==> config.mk <==
export PLATFORM = sky130hd
export DESIGN_NAME = greedy_rectangle_merge_core
export DESIGN_NICKNAME = d
export VERILOG_FILES = /design/src/hdl/grm_pkg.sv /design/src/hdl/grm_ram.sv /design/src/hdl/grm_datapath.sv /design/src/hdl/grm_ctrl.sv /design/src/hdl/greedy_rectangle_merge_core.sv
export VERILOG_INCLUDE_DIRS = /design/src /design/src/hdl
export SDC_FILE = /design/constraint.sdc
export NUM_CORES = 2
export LEC_CHECK = 0
export BUFFER_PORTS_ARGS = -buffer_cell sky130_fd_sc_hd__buf_2
export CORE_MARGIN = 2
export CORE_UTILIZATION = 46
export CTS_CLUSTER_DIAMETER = 200
export DETAILED_ROUTE_END_ITERATION = 7
export PLACE_DENSITY = 0.69
export SETUP_SLACK_MARGIN = 0.15
export SLEW_MARGIN = 20
export SYNTH_ARGS = -nofsm -noshare
export SYNTH_HDL_FRONTEND = slang
export SYNTH_HIERARCHICAL = 1
export SYNTH_SLANG_ARGS = --single-unit
==> constraint.sdc <==
create_clock -name clk_i -period 14.01 [get_ports clk_i]
set_clock_uncertainty 0.15 [all_clocks]
set_input_delay 0.7005 -clock clk_i [delete_from_list [all_inputs] [get_ports clk_i]]
set_output_delay 0.7005 -clock clk_i [all_outputs]
set_load 0.05 [all_outputs]
==> src/hdl/greedy_rectangle_merge_core_assert.svh <==
// assertion macros shared by the greedy rectangle merge rtl
// no dependencies; assertions drop out when SYNTHESIS is defined
`ifndef GREEDY_RECTANGLE_MERGE_CORE_ASSERT_SVH
`define GREEDY_RECTANGLE_MERGE_CORE_ASSERT_SVH
`ifndef SYNTHESIS
`define GRM_ASSERT(lbl, clk, rst_n, prop) \
  lbl: assert property (@(posedge clk) disable iff (!rst_n) prop) \
    else $error("grm assertion failed");
`define GRM_ASSERT_ALWAYS(lbl, clk, prop) \
  lbl: assert property (@(posedge clk) prop) \
    else $error("grm assertion failed during reset");
`else
`define GRM_ASSERT(lbl, clk, rst_n, prop)
`define GRM_ASSERT_ALWAYS(lbl, clk, prop)
`endif
`endif

==> src/hdl/grm_pkg.sv <==
// types, constants and box helpers for the greedy rectangle merge core
// no dependencies
package grm_pkg;

  localparam int COORD_BITS  = 12;
  localparam int SIZE_BITS   = COORD_BITS + 1;
  localparam int EDGE_BITS   = COORD_BITS + 3;
  localparam int MARGIN_BITS = 8;

  localparam logic [MARGIN_BITS-1:0] MARGIN_RESET = 8'd10;
  localparam logic [SIZE_BITS-1:0]   SIZE_MAX     = '1;

  typedef logic signed [EDGE_BITS-1:0] edge_t;

  typedef struct packed {
    logic [COORD_BITS-1:0] in_x;
    logic [COORD_BITS-1:0] in_y;
    logic [SIZE_BITS-1:0]  in_width;
    logic [SIZE_BITS-1:0]  in_height;
    logic                  in_last;
  } rect_in_t;

  typedef struct packed {
    logic [COORD_BITS-1:0] out_x;
    logic [COORD_BITS-1:0] out_y;
    logic [SIZE_BITS-1:0]  out_width;
    logic [SIZE_BITS-1:0]  out_height;
    logic                  out_last;
    logic                  out_dropped;
  } rect_out_t;

  // stored form, one memory word
  typedef struct packed {
    logic [COORD_BITS-1:0] x;
    logic [COORD_BITS-1:0] y;
    logic [SIZE_BITS-1:0]  w;
    logic [SIZE_BITS-1:0]  h;
  } rect_t;

  // working form: signed edges, right and bottom exclusive
  typedef struct packed {
    edge_t x0;
    edge_t y0;
    edge_t x1;
    edge_t y1;
  } box_t;

  typedef struct packed {
    logic store;
    logic rd_en;
    logic load_kept;
    logic test;
    logic commit;
    logic flush;
  } grm_cmd_t;

  function automatic box_t rect_to_box(rect_t r);
    box_t b;
    b.x0 = edge_t'(r.x);
    b.y0 = edge_t'(r.y);
    b.x1 = b.x0 + edge_t'(r.w);
    b.y1 = b.y0 + edge_t'(r.h);
    return b;
  endfunction

  function automatic logic box_empty(box_t b);
    return (b.x1 <= b.x0) || (b.y1 <= b.y0);
  endfunction

  // positive-area overlap
  function automatic logic box_overlap(box_t a, box_t b);
    return (a.x0 < b.x1) && (b.x0 < a.x1) && (a.x0 < a.x1) && (b.x0 < b.x1) &&
           (a.y0 < b.y1) && (b.y0 < a.y1) && (a.y0 < a.y1) && (b.y0 < b.y1);
  endfunction

  function automatic box_t box_union(box_t a, box_t b);
    box_t u;
    u.x0 = (a.x0 < b.x0) ? a.x0 : b.x0;
    u.y0 = (a.y0 < b.y0) ? a.y0 : b.y0;
    u.x1 = (a.x1 > b.x1) ? a.x1 : b.x1;
    u.y1 = (a.y1 > b.y1) ? a.y1 : b.y1;
    return u;
  endfunction

  function automatic logic [SIZE_BITS-1:0] sat_size(edge_t v);
    logic [SIZE_BITS-1:0] s;
    if (v < 0) begin
      s = '0;
    end else if (v > edge_t'(SIZE_MAX)) begin
      s = SIZE_MAX;
    end else begin
      s = v[SIZE_BITS-1:0];
    end
    return s;
  endfunction

  function automatic rect_t box_to_rect(box_t b);
    rect_t r;
    r.x = (b.x0 < 0) ? '0 : b.x0[COORD_BITS-1:0];
    r.y = (b.y0 < 0) ? '0 : b.y0[COORD_BITS-1:0];
    r.w = sat_size(b.x1 - b.x0);
    r.h = sat_size(b.y1 - b.y0);
    return r;
  endfunction

endpackage

==> src/hdl/grm_ram.sv <==
// generic single-write, single-read ram with registered read data
// no dependencies
module grm_ram #(
  parameter int WIDTH = 50,
  parameter int DEPTH = 64,
  localparam int AW = (DEPTH > 1) ? $clog2(DEPTH) : 1
) (
  input  logic             clk_i,
  input  logic             we_i,
  input  logic [AW-1:0]    waddr_i,
  input  logic [WIDTH-1:0] wdata_i,
  input  logic             re_i,
  input  logic [AW-1:0]    raddr_i,
  output logic [WIDTH-1:0] rdata_o
);

  logic [WIDTH-1:0] mem_q [DEPTH];

  always_ff @(posedge clk_i) begin
    if (we_i) begin
      mem_q[waddr_i] <= wdata_i;
    end
    if (re_i) begin
      rdata_o <= mem_q[raddr_i];
    end
  end

endmodule

==> src/hdl/grm_datapath.sv <==
// datapath: rectangle store, absorbed flags, search and kept boxes, result register
// depends on grm_pkg and grm_ram
module grm_datapath import grm_pkg::*; #(
  parameter int MAX_RECTS = 64,
  localparam int AW = $clog2(MAX_RECTS),
  localparam int CW = $clog2(MAX_RECTS + 1)
) (
  input  logic                   clk_i,
  input  logic                   rst_ni,
  input  grm_cmd_t               cmd_i,
  input  logic [AW-1:0]          rd_addr_i,
  input  logic [AW-1:0]          flag_idx_i,
  input  rect_in_t               item_i,
  input  logic                   cfg_we_i,
  input  logic [MARGIN_BITS-1:0] cfg_data_i,
  output logic [CW-1:0]          count_o,
  output logic                   absorbed_o,
  output logic                   result_valid_o,
  output rect_out_t              result_o
);

  logic [MARGIN_BITS-1:0] margin_q;
  logic [CW-1:0]          count_q;
  logic                   ovf_q;
  logic [MAX_RECTS-1:0]   absorbed_q;
  logic                   pend_v_q;
  logic                   res_v_q;
  box_t                   search_q;
  box_t                   kept_q;
  rect_t                  pend_q;
  rect_out_t              res_q;

  logic                   ram_we;
  rect_t                  wr_rect;
  logic [$bits(rect_t)-1:0] rd_word;
  box_t                   rd_box;
  logic                   hit;
  box_t                   kept_merged;

  assign ram_we  = cmd_i.store && (count_q < CW'(MAX_RECTS));
  assign wr_rect = '{x: item_i.in_x, y: item_i.in_y,
                     w: item_i.in_width, h: item_i.in_height};

  grm_ram #(
    .WIDTH($bits(rect_t)),
    .DEPTH(MAX_RECTS)
  ) u_store (
    .clk_i  (clk_i),
    .we_i   (ram_we),
    .waddr_i(count_q[AW-1:0]),
    .wdata_i(wr_rect),
    .re_i   (cmd_i.rd_en),
    .raddr_i(rd_addr_i),
    .rdata_o(rd_word)
  );

  assign rd_box     = rect_to_box(rect_t'(rd_word));
  assign absorbed_o = absorbed_q[flag_idx_i];
  assign hit        = cmd_i.test && !absorbed_o && box_overlap(rd_box, search_q);
  // an empty kept box is replaced by the first rectangle absorbed into it
  assign kept_merged = box_empty(kept_q) ? rd_box : box_union(kept_q, rd_box);

  always_ff @(posedge clk_i or negedge rst_ni) begin
    if (!rst_ni) begin
      margin_q   <= MARGIN_RESET;
      count_q    <= '0;
      ovf_q      <= 1'b0;
      absorbed_q <= '0;
      pend_v_q   <= 1'b0;
      res_v_q    <= 1'b0;
    end else begin
      res_v_q <= (cmd_i.commit || cmd_i.flush) && pend_v_q;
      if (cfg_we_i) begin
        margin_q <= cfg_data_i;
      end
      if (cmd_i.store) begin
        if (ram_we) begin
          count_q <= count_q + 1'b1;
        end else begin
          ovf_q <= 1'b1;
        end
      end
      if (hit) begin
        absorbed_q[flag_idx_i] <= 1'b1;
      end
      if (cmd_i.commit) begin
        pend_v_q <= 1'b1;
      end
      if (cmd_i.flush) begin
        pend_v_q   <= 1'b0;
        count_q    <= '0;
        ovf_q      <= 1'b0;
        absorbed_q <= '0;
      end
    end
  end

  always_ff @(posedge clk_i) begin
    if (cmd_i.load_kept) begin
      kept_q   <= rd_box;
      search_q <= '{x0: rd_box.x0 - edge_t'(margin_q), y0: rd_box.y0,
                    x1: rd_box.x1 + edge_t'(margin_q), y1: rd_box.y1};
    end
    if (hit) begin
      search_q <= box_union(search_q, rd_box);
      kept_q   <= kept_merged;
    end
    // results trail by one kept box so the final one can carry the last flag
    if (cmd_i.commit || cmd_i.flush) begin
      res_q <= '{out_x: pend_q.x, out_y: pend_q.y, out_width: pend_q.w,
                 out_height: pend_q.h, out_last: cmd_i.flush, out_dropped: ovf_q};
    end
    if (cmd_i.commit) begin
      pend_q <= box_to_rect(kept_q);
    end
  end

  assign count_o        = count_q;
  assign result_valid_o = res_v_q;
  assign result_o       = res_q;

endmodule

==> src/hdl/grm_ctrl.sv <==
// controller: load, outer scan and inner absorb sequencing of the merge
// depends on grm_pkg and greedy_rectangle_merge_core_assert.svh
`include "greedy_rectangle_merge_core_assert.svh"
module grm_ctrl import grm_pkg::*; #(
  parameter int MAX_RECTS = 64,
  localparam int AW = $clog2(MAX_RECTS),
  localparam int CW = $clog2(MAX_RECTS + 1)
) (
  input  logic          clk_i,
  input  logic          rst_ni,
  input  logic          start_i,
  input  logic          last_i,
  input  logic [CW-1:0] count_i,
  input  logic          absorbed_i,
  output logic          busy_o,
  output grm_cmd_t      cmd_o,
  output logic [AW-1:0] rd_addr_o,
  output logic [AW-1:0] flag_idx_o
);

  typedef enum logic [2:0] {
    ST_IDLE,
    ST_SCAN,
    ST_LOAD,
    ST_INNER,
    ST_FIN
  } state_e;

  state_e        state_q, state_d;
  logic [CW-1:0] i_q, i_d;
  logic [CW-1:0] j_q, j_d;
  logic          busy_q;
  logic [CW-1:0] nxt_i;
  logic [CW-1:0] nxt_j;

  assign nxt_i = i_q + 1'b1;
  assign nxt_j = j_q + 1'b1;

  always_comb begin
    state_d    = state_q;
    i_d        = i_q;
    j_d        = j_q;
    cmd_o      = '0;
    rd_addr_o  = i_q[AW-1:0];
    flag_idx_o = i_q[AW-1:0];
    case (state_q)
      ST_IDLE: begin
        if (start_i && !busy_q) begin
          cmd_o.store = 1'b1;
          if (last_i) begin
            state_d = ST_SCAN;
            i_d     = '0;
          end
        end
      end
      ST_SCAN: begin
        if (i_q == count_i) begin
          cmd_o.flush = 1'b1;
          state_d     = ST_IDLE;
        end else if (absorbed_i) begin
          i_d = nxt_i;
        end else begin
          cmd_o.rd_en = 1'b1;
          state_d     = ST_LOAD;
        end
      end
      ST_LOAD: begin
        cmd_o.load_kept = 1'b1;
        i_d             = nxt_i;
        j_d             = nxt_i;
        rd_addr_o       = nxt_i[AW-1:0];
        if (nxt_i < count_i) begin
          cmd_o.rd_en = 1'b1;
          state_d     = ST_INNER;
        end else begin
          state_d = ST_FIN;
        end
      end
      ST_INNER: begin
        // data of rectangle j is on the ram output this cycle
        cmd_o.test = 1'b1;
        flag_idx_o = j_q[AW-1:0];
        rd_addr_o  = nxt_j[AW-1:0];
        if (nxt_j < count_i) begin
          cmd_o.rd_en = 1'b1;
          j_d         = nxt_j;
        end else begin
          state_d = ST_FIN;
        end
      end
      ST_FIN: begin
        cmd_o.commit = 1'b1;
        state_d      = ST_SCAN;
      end
      default: begin
        state_d = ST_IDLE;
      end
    endcase
  end

  always_ff @(posedge clk_i or negedge rst_ni) begin
    if (!rst_ni) begin
      state_q <= ST_IDLE;
      i_q     <= '0;
      j_q     <= '0;
      busy_q  <= 1'b0;
    end else begin
      state_q <= state_d;
      i_q     <= i_d;
      j_q     <= j_d;
      busy_q  <= (state_d != ST_IDLE);
    end
  end

  assign busy_o = busy_q;

  `GRM_ASSERT(a_test_after_read, clk_i, rst_ni, (cmd_o.test |-> $past(cmd_o.rd_en)))
  `GRM_ASSERT(a_load_after_read, clk_i, rst_ni, (cmd_o.load_kept |-> $past(cmd_o.rd_en)))
  `GRM_ASSERT(a_flush_frees, clk_i, rst_ni, (cmd_o.flush |=> !busy_q))
  `GRM_ASSERT(a_one_cmd, clk_i, rst_ni,
              ($onehot0({cmd_o.store, cmd_o.load_kept, cmd_o.test, cmd_o.commit, cmd_o.flush})))
  // control is known to be idle from the edge after reset is seen low
  `GRM_ASSERT_ALWAYS(a_reset_idle, clk_i, (!rst_ni |=> (!busy_q && state_q == ST_IDLE)))

endmodule

==> src/hdl/greedy_rectangle_merge_core.sv <==
// load: one rectangle per cycle while busy is low; the item with in_last starts the merge
// merge of n stored rectangles: per kept rectangle a scan step, a load step, a test of each
// later entry and a finish step; absorbed entries are skipped in the scan; all reads use
// the single read port of the rectangle store. results trail by one kept box, one per cycle
// strobe, and the receiver cannot stall. reset (async, low) clears control, margin back to 10
module greedy_rectangle_merge_core import grm_pkg::*; #(
  parameter int MAX_RECTS = 64
) (
  input  logic                   clk_i,
  input  logic                   rst_ni,
  input  logic                   start,
  output logic                   busy,
  input  rect_in_t               in_item_i,
  output logic                   result_valid_o,
  output rect_out_t              result_o,
  input  logic                   cfg_valid_i,
  output logic                   cfg_ready_o,
  input  logic [MARGIN_BITS-1:0] cfg_data_i
);

  localparam int AW = $clog2(MAX_RECTS);
  localparam int CW = $clog2(MAX_RECTS + 1);

  grm_cmd_t      cmd;
  logic [AW-1:0] rd_addr;
  logic [AW-1:0] flag_idx;
  logic [CW-1:0] count;
  logic          absorbed;

  assign cfg_ready_o = !busy;

  grm_ctrl #(
    .MAX_RECTS(MAX_RECTS)
  ) u_ctrl (
    .clk_i     (clk_i),
    .rst_ni    (rst_ni),
    .start_i   (start),
    .last_i    (in_item_i.in_last),
    .count_i   (count),
    .absorbed_i(absorbed),
    .busy_o    (busy),
    .cmd_o     (cmd),
    .rd_addr_o (rd_addr),
    .flag_idx_o(flag_idx)
  );

  grm_datapath #(
    .MAX_RECTS(MAX_RECTS)
  ) u_datapath (
    .clk_i         (clk_i),
    .rst_ni        (rst_ni),
    .cmd_i         (cmd),
    .rd_addr_i     (rd_addr),
    .flag_idx_i    (flag_idx),
    .item_i        (in_item_i),
    .cfg_we_i      (cfg_valid_i && cfg_ready_o),
    .cfg_data_i    (cfg_data_i),
    .count_o       (count),
    .absorbed_o    (absorbed),
    .result_valid_o(result_valid_o),
    .result_o      (result_o)
  );

endmodule

; Word level (Yosys, flattened, before mapping)
; Memories as Yosys holds them, arrays and structs flattened. A register that Yosys moved wholly into a read port is not among the register bits.
; Index checks and enable logic that the tools add are counted.
[word_totals]
output_inout_bits = 55
regBits = 322
mem_count = 1
inputBits = 63
wordCells = 185
ram_bits = 3200
[op_classes]
magnitude_cmp = 29
eq_ne = 19
reduce_logical = 39
add_sub_neg = 9
n_mux = 59
bitwise_logic = 1
[memory_table]
columns = name, words, width, rd, rd_ports_with_merged_regs, wr, line
row1 = u_datapath.u_store.mem_q, 64, 50, 1, 1, 1, grm_ram.sv:17  ; logic [WIDTH-1:0] mem_q [DEPTH];
[op_table]
columns = op, count
row1 = 60-bit 2-to-1 mux, 5
row2 = 64-bit 2-to-1 mux, 2
row3 = 15-bit 2-to-1 mux, 8
row4 = 64-bit OR, 1
row5 = 15-bit > comparator, 4
row6 = 13-bit by 15-bit less-than comparator with 1-bit output, 4
row7 = 15-bit by 1-bit less-than comparator with 1-bit output (second input constant), 4
row8 = 15-bit by 13-bit less-than comparator with 1-bit output, 4
row9 = 15-bit less-than comparator, 4
row10 = 7-bit 2-to-1 mux, 8
row11 = 15-bit by 14-bit > comparator with 1-bit output (second input constant), 2
row12 = 15-bit <= comparator, 2
row13 = 15-bit subtractor, 2
row14 = 12-bit by 13-bit adder with 14-bit output, 2
row15 = 13-bit 2-to-1 mux, 2
row16 = 2-bit AND reduction, 11
row17 = 7-bit by 1-bit adder with 7-bit output (second input constant), 3
row18 = 7-bit one-hot mux with 3 select lines, 1
row19 = 1-bit 2-to-1 mux, 20
row20 = 3-bit 2-to-1 mux, 6
row21 = 15-bit by 9-bit adder with 15-bit output, 1
row22 = 3-bit one-hot mux with 5 select lines, 1
row23 = 1-bit logical AND, 14
row24 = 7-bit less-than comparator, 2
row25 = other kinds (23), 43

; Depth between registers and ports, before layout
[logic_depth]
depth_word = 12
depth_mapped = 23
ltp_nobuf = 21

; Cells and area by module
; The synthesis kept the hierarchy.
[modules_own_cells]
columns = module, cells_each, n_inst, seq_area_each_um2, area_each_um2
row1 = grm_ram, 5457, 1, 97593.6, 123450.9
row2 = grm_datapath, 1646, 1, 8300.5, 17927.2
row3 = grm_ctrl, 204, 1, 450.4, 1809.2
row4 = greedy_rectangle_merge_core, 2, 1, 0.0, 10.0

; Worst setup path after synthesis
; No wires, ideal clock.
[synth_path]
kind = flip-flop to flip-flop
start = register u_ctrl.state_q[2]
end = memory u_datapath.u_store.mem_q[48][0] (enable)
period_less_slack_ns = 5.817
path_stages_with_launch = 9
setup_time_ns = 0.519
path_slack_ns = 8.193
n_path_buf = 2
required_ns = 13.341
arrival_ns = 5.148
path_cell_list = dfrtp_1 buf_6 nor3_1 and3b_1 nor2b_1 clkbuf_1 nor2b_1 nand4b_1 nor3_1
[synth_lines]
columns = element, line
row1 = "start, declared", grm_ctrl.sv:29  ; state_e state_q, state_d;
row2 = "start signal, assigned", grm_ctrl.sv:108  ; state_q <= state_d;
row3 = "end, declared", grm_ram.sv:17

; Worst setup path in the final report
[layout_path]
start = register u_ctrl.state_q[0]
end = register u_datapath.u_store.rdata_o[43], read port of u_datapath.u_store.mem_q (data pin)
[layout_between]
word_cells_on_any_way = 10
classes_between = eq/ne: 3 / mux: 7
[layout_lines]
columns = element, line
row1 = 3-bit by 2-bit == test with 1-bit output, grm_ctrl.sv:46  ; case (state_q)
row2 = 6-bit one-hot mux with 2 select lines (*), grm_ctrl.sv:46
row3 = net rd_addr[1], greedy_rectangle_merge_core.sv:25  ; logic [AW-1:0] rd_addr;
row4 = "end, declared", grm_ram.sv:14  ; output logic [WIDTH-1:0] rdata_o
; The timed path passes the listed nets; every way through them passes the cells marked *. The select of a mux whose other input is x is not followed.
; A chain may end at the register's enable or synchronous reset.

==> metrics.txt <==
Clock power frac 0.257; Area Overhead vs Synth 12.3%; Tcrit/Tclk final 0.474; Final Core Density 0.520; Std-Cell Rows between 200 and 250; share of layout cells above drive strength 1 0.220; Initial Util 0.463; Crit. End Element flip-flop; Data required, critical path 14.39 ns; clock root buffer clkbuf_16; Post-synth EDFFs about 3500; worst hold-check path type input pin to flip-flop; Setup TNS 0 ns; Die H 562 um; postcts setup bufs 0; Syn Area/Cell 19.6 um^2; Initial DRC Count around 11000; Fill cells 23700; final layout net count between 7000 and 8000; post-route ant nets 0; Worst path most repeated cell buf_4; Max clock buf depth 4; DRC 0; Pre-antenna DRT Iters 6; Critical Path Slowest Stage Cell dfrtp_1; worst slew pin tran 1.23 ns; Slew Limit Fails 0; Via density 6.41; reg2reg path depth 10; Max VDD drop 0.212 mV; top cells by area, synth edfxtp_1, mux4_2, ha_1; most common cell in the netlist edfxtp_1; Critical Path Start Type flip-flop; total grt overflow 0; Max H-tree Level 5; DR vias 77100; I/O pins between 100 and 150; final hold vios 0; crit-path max FO 108; clk sink count 3558; synthesis warning total 6; post-synthesis cell type count slightly above 90; CTS tree done; hold slack between 0.07 and 0.08 ns; Overall Global Routing Usage 0.247; post-CTS resize count 0; Syn Inst Count 7309; peak per-stage delay on the critical path between 0.9 and 1 ns; Num CTS Buffers 357; GPL Wtd Cong 0.871; area leader, netlist edfxtp_1; initial antenna violation count 36; Synth Register Bits 3558; Die ar. roughly 320000 um^2; worst hold path cell count 1; clk_lat worst skew approximately 0.90 ns; max_cap viols 0; Pint 0.0235 W; Synth Cell Area around 140000 um^2; Primary FF master, synth edfxtp_1; ys async rst share 0.0281; cts hold-fix bufs 9; global-route wire length before repair 557000 um; Routed WL per cell 32.8 um; endpoints failing setup 0; pin count of the biggest net entering global routing around 110; Core Area 309000 um^2; leak pwr 51.6 nW; Crit Path Class flip-flop to flip-flop; Comb pwr share 0.381; vias in the first global route 75700; PwrDens 224 nW/um^2; Psw 0.0126 W; Yosys top cell area share 0.725; DP HPWL 219000 um; Detailed Route WL 395000 um; Final min period between 6 and 7 ns; cell-by-cell trace of the critical path mux2i_1, o21ai_4, buf_12, buf_4, buf_4, buf_4, nand2b_1, o221ai_1, o22ai_1, and3_1; fmax 151 MHz; Seq/Total Area, Yosys 0.743; Post-Syn Nets 7635; die span in x 562 um; worst endpoint data arrival time 7.02 ns; switching share of power 0.349; Seq pwr share 0.362; RSZ-0062 raised after global routing false; port bufs 117; Slew HR 0.178; status completed; Synth top cells by count edfxtp_1, mux4_2, ha_1, mux2i_1, nor2_1; clk slew on worst S/H paths 0.06 ns
through the flow:
step           instances  power (W)  setup WS (ns)  area (um^2)
2_1_floorplan       7309     0.0228           8.19       143000
3_3_place_gp       11400     0.0266           7.03       149000
3_5_place_dp       11400     0.0268           7.34       149000
4_1_cts            12000     0.0360           7.30       161000
5_1_grt            12000     0.0376           7.14       161000
6_report           12000     0.0361           7.37       161000
cells by family after synthesis:
family	synth area share
and+or+nand+nor	0.0302
adders and majority gates	0.0237
other	0.0000262
AOI/OAI and AO/OA	0.0460
muxes	0.135
xor gates and xnor gates	0.00530
buffers and inverters	0.0175
DFF	0.743
cell usage in the layout, fill, tap and decap left out, types with 21 or more instances in the layout:
cell	count
nand2_1	172
clkbuf_1	60
nand3_1	127
clkbuf_16	361
and3_1	35
buf_2	107
ha_1	257
xor2_1	27
nor3_1	32
nand4_1	90
xnor2_1	56
a221o_1	41
buf_4	182
bufinv_16	29
mux2i_1	250
o221ai_1	57
a21oi_1	158
o22ai_1	128
buf_12	22
clkinv_1	76
a31oi_1	83
o21ai_0	84
mux4_2	695
mux2_2	79
o21ai_1	21
nor2_1	184
nor2_4	67
dfrtp_1	98
nor2b_1	50
o211ai_1	32
a211oi_1	43
clkinv_2	78
a22oi_1	85
edfxtp_1	3458
inv_1	155
a21o_1	48
nand2b_1	29
state kept, by name, indices dropped and copies added, names as in the netlist:
signal / flops
u_ctrl/busy_o: 1
u_ctrl/i_q: 7
u_ctrl/j_q: 7
u_ctrl/state_q: 3
u_datapath/absorbed_q: 64
u_datapath/count_o: 7
u_datapath/kept_q: 52
u_datapath/margin_q: 8
u_datapath/ovf_q: 1
u_datapath/pend_q: 50
u_datapath/pend_v_q: 1
u_datapath/result_o: 52
u_datapath/result_valid_o: 1
u_datapath/search_q: 54
u_datapath/u_store/mem_q: 3200
u_datapath/u_store/rdata_o: 50
worst max-delay path: cells and delay by family (launching register included):
| kind | cells | cell delay (ns) |
|---|---|---|
| simple gates | 2 | 1.28 |
| buf+inv | 4 | 2.89 |
| mux | 1 | 0.25 |
| compound gates | 3 | 0.57 |
| flops | 1 | 0.98 |
per-layer routing:
layer  global-route usage  share of wire
met5                    0         0.0011
met4               0.0917          0.042
met3               0.0581           0.12
met2                0.392           0.47
met1                0.333           0.37
area by class of cell:
| cell class | instances | area (um^2) | area share |
|---|---|---|---|
| Clock inverter | 222 | 1980 | 0.0123 |
| Inverter | 158 | 593 | 0.00369 |
| Timing Repair Buffer | 323 | 2480 | 0.0154 |
| Antenna cell | 10 | 25.0 | 0.000156 |
| Multi-Input combinational cell | 3217 | 35000 | 0.218 |
| Tap cell | 4120 | 5150 | 0.0320 |
| Clock buffer | 423 | 9290 | 0.0577 |
| Sequential cell | 3558 | 106000 | 0.661 |
power by group through the flow:
stage / Clock [W] / Combinational [W] / Sequential, W
after floorplan: 0 / 0.00974 / 0.0131
after global placement: 0 / 0.0133 / 0.0132
after detailed placement: 0 / 0.0135 / 0.0133
after CTS: 0.00938 / 0.0136 / 0.0130
after global routing: 0.00977 / 0.0147 / 0.0131
final: 0.00927 / 0.0137 / 0.0131
worst paths after layout:
kind                                        from                                to  slack [ns]
min in group asynchronous                 rst_ni         u_datapath/absorbed_q[13]        0.10
max in group asynchronous                 rst_ni          u_datapath/absorbed_q[7]       12.57
min reg2reg                u_datapath/pend_q[32]           u_datapath/result_o[34]        0.24
min                                in_item_i[18]  u_datapath/u_store/mem_q[28][17]        0.07
max reg2reg                    u_ctrl/state_q[0]    u_datapath/u_store/rdata_o[43]        7.37
max                            u_ctrl/state_q[0]    u_datapath/u_store/rdata_o[43]        7.37
(Power assumes the default switching activity.)
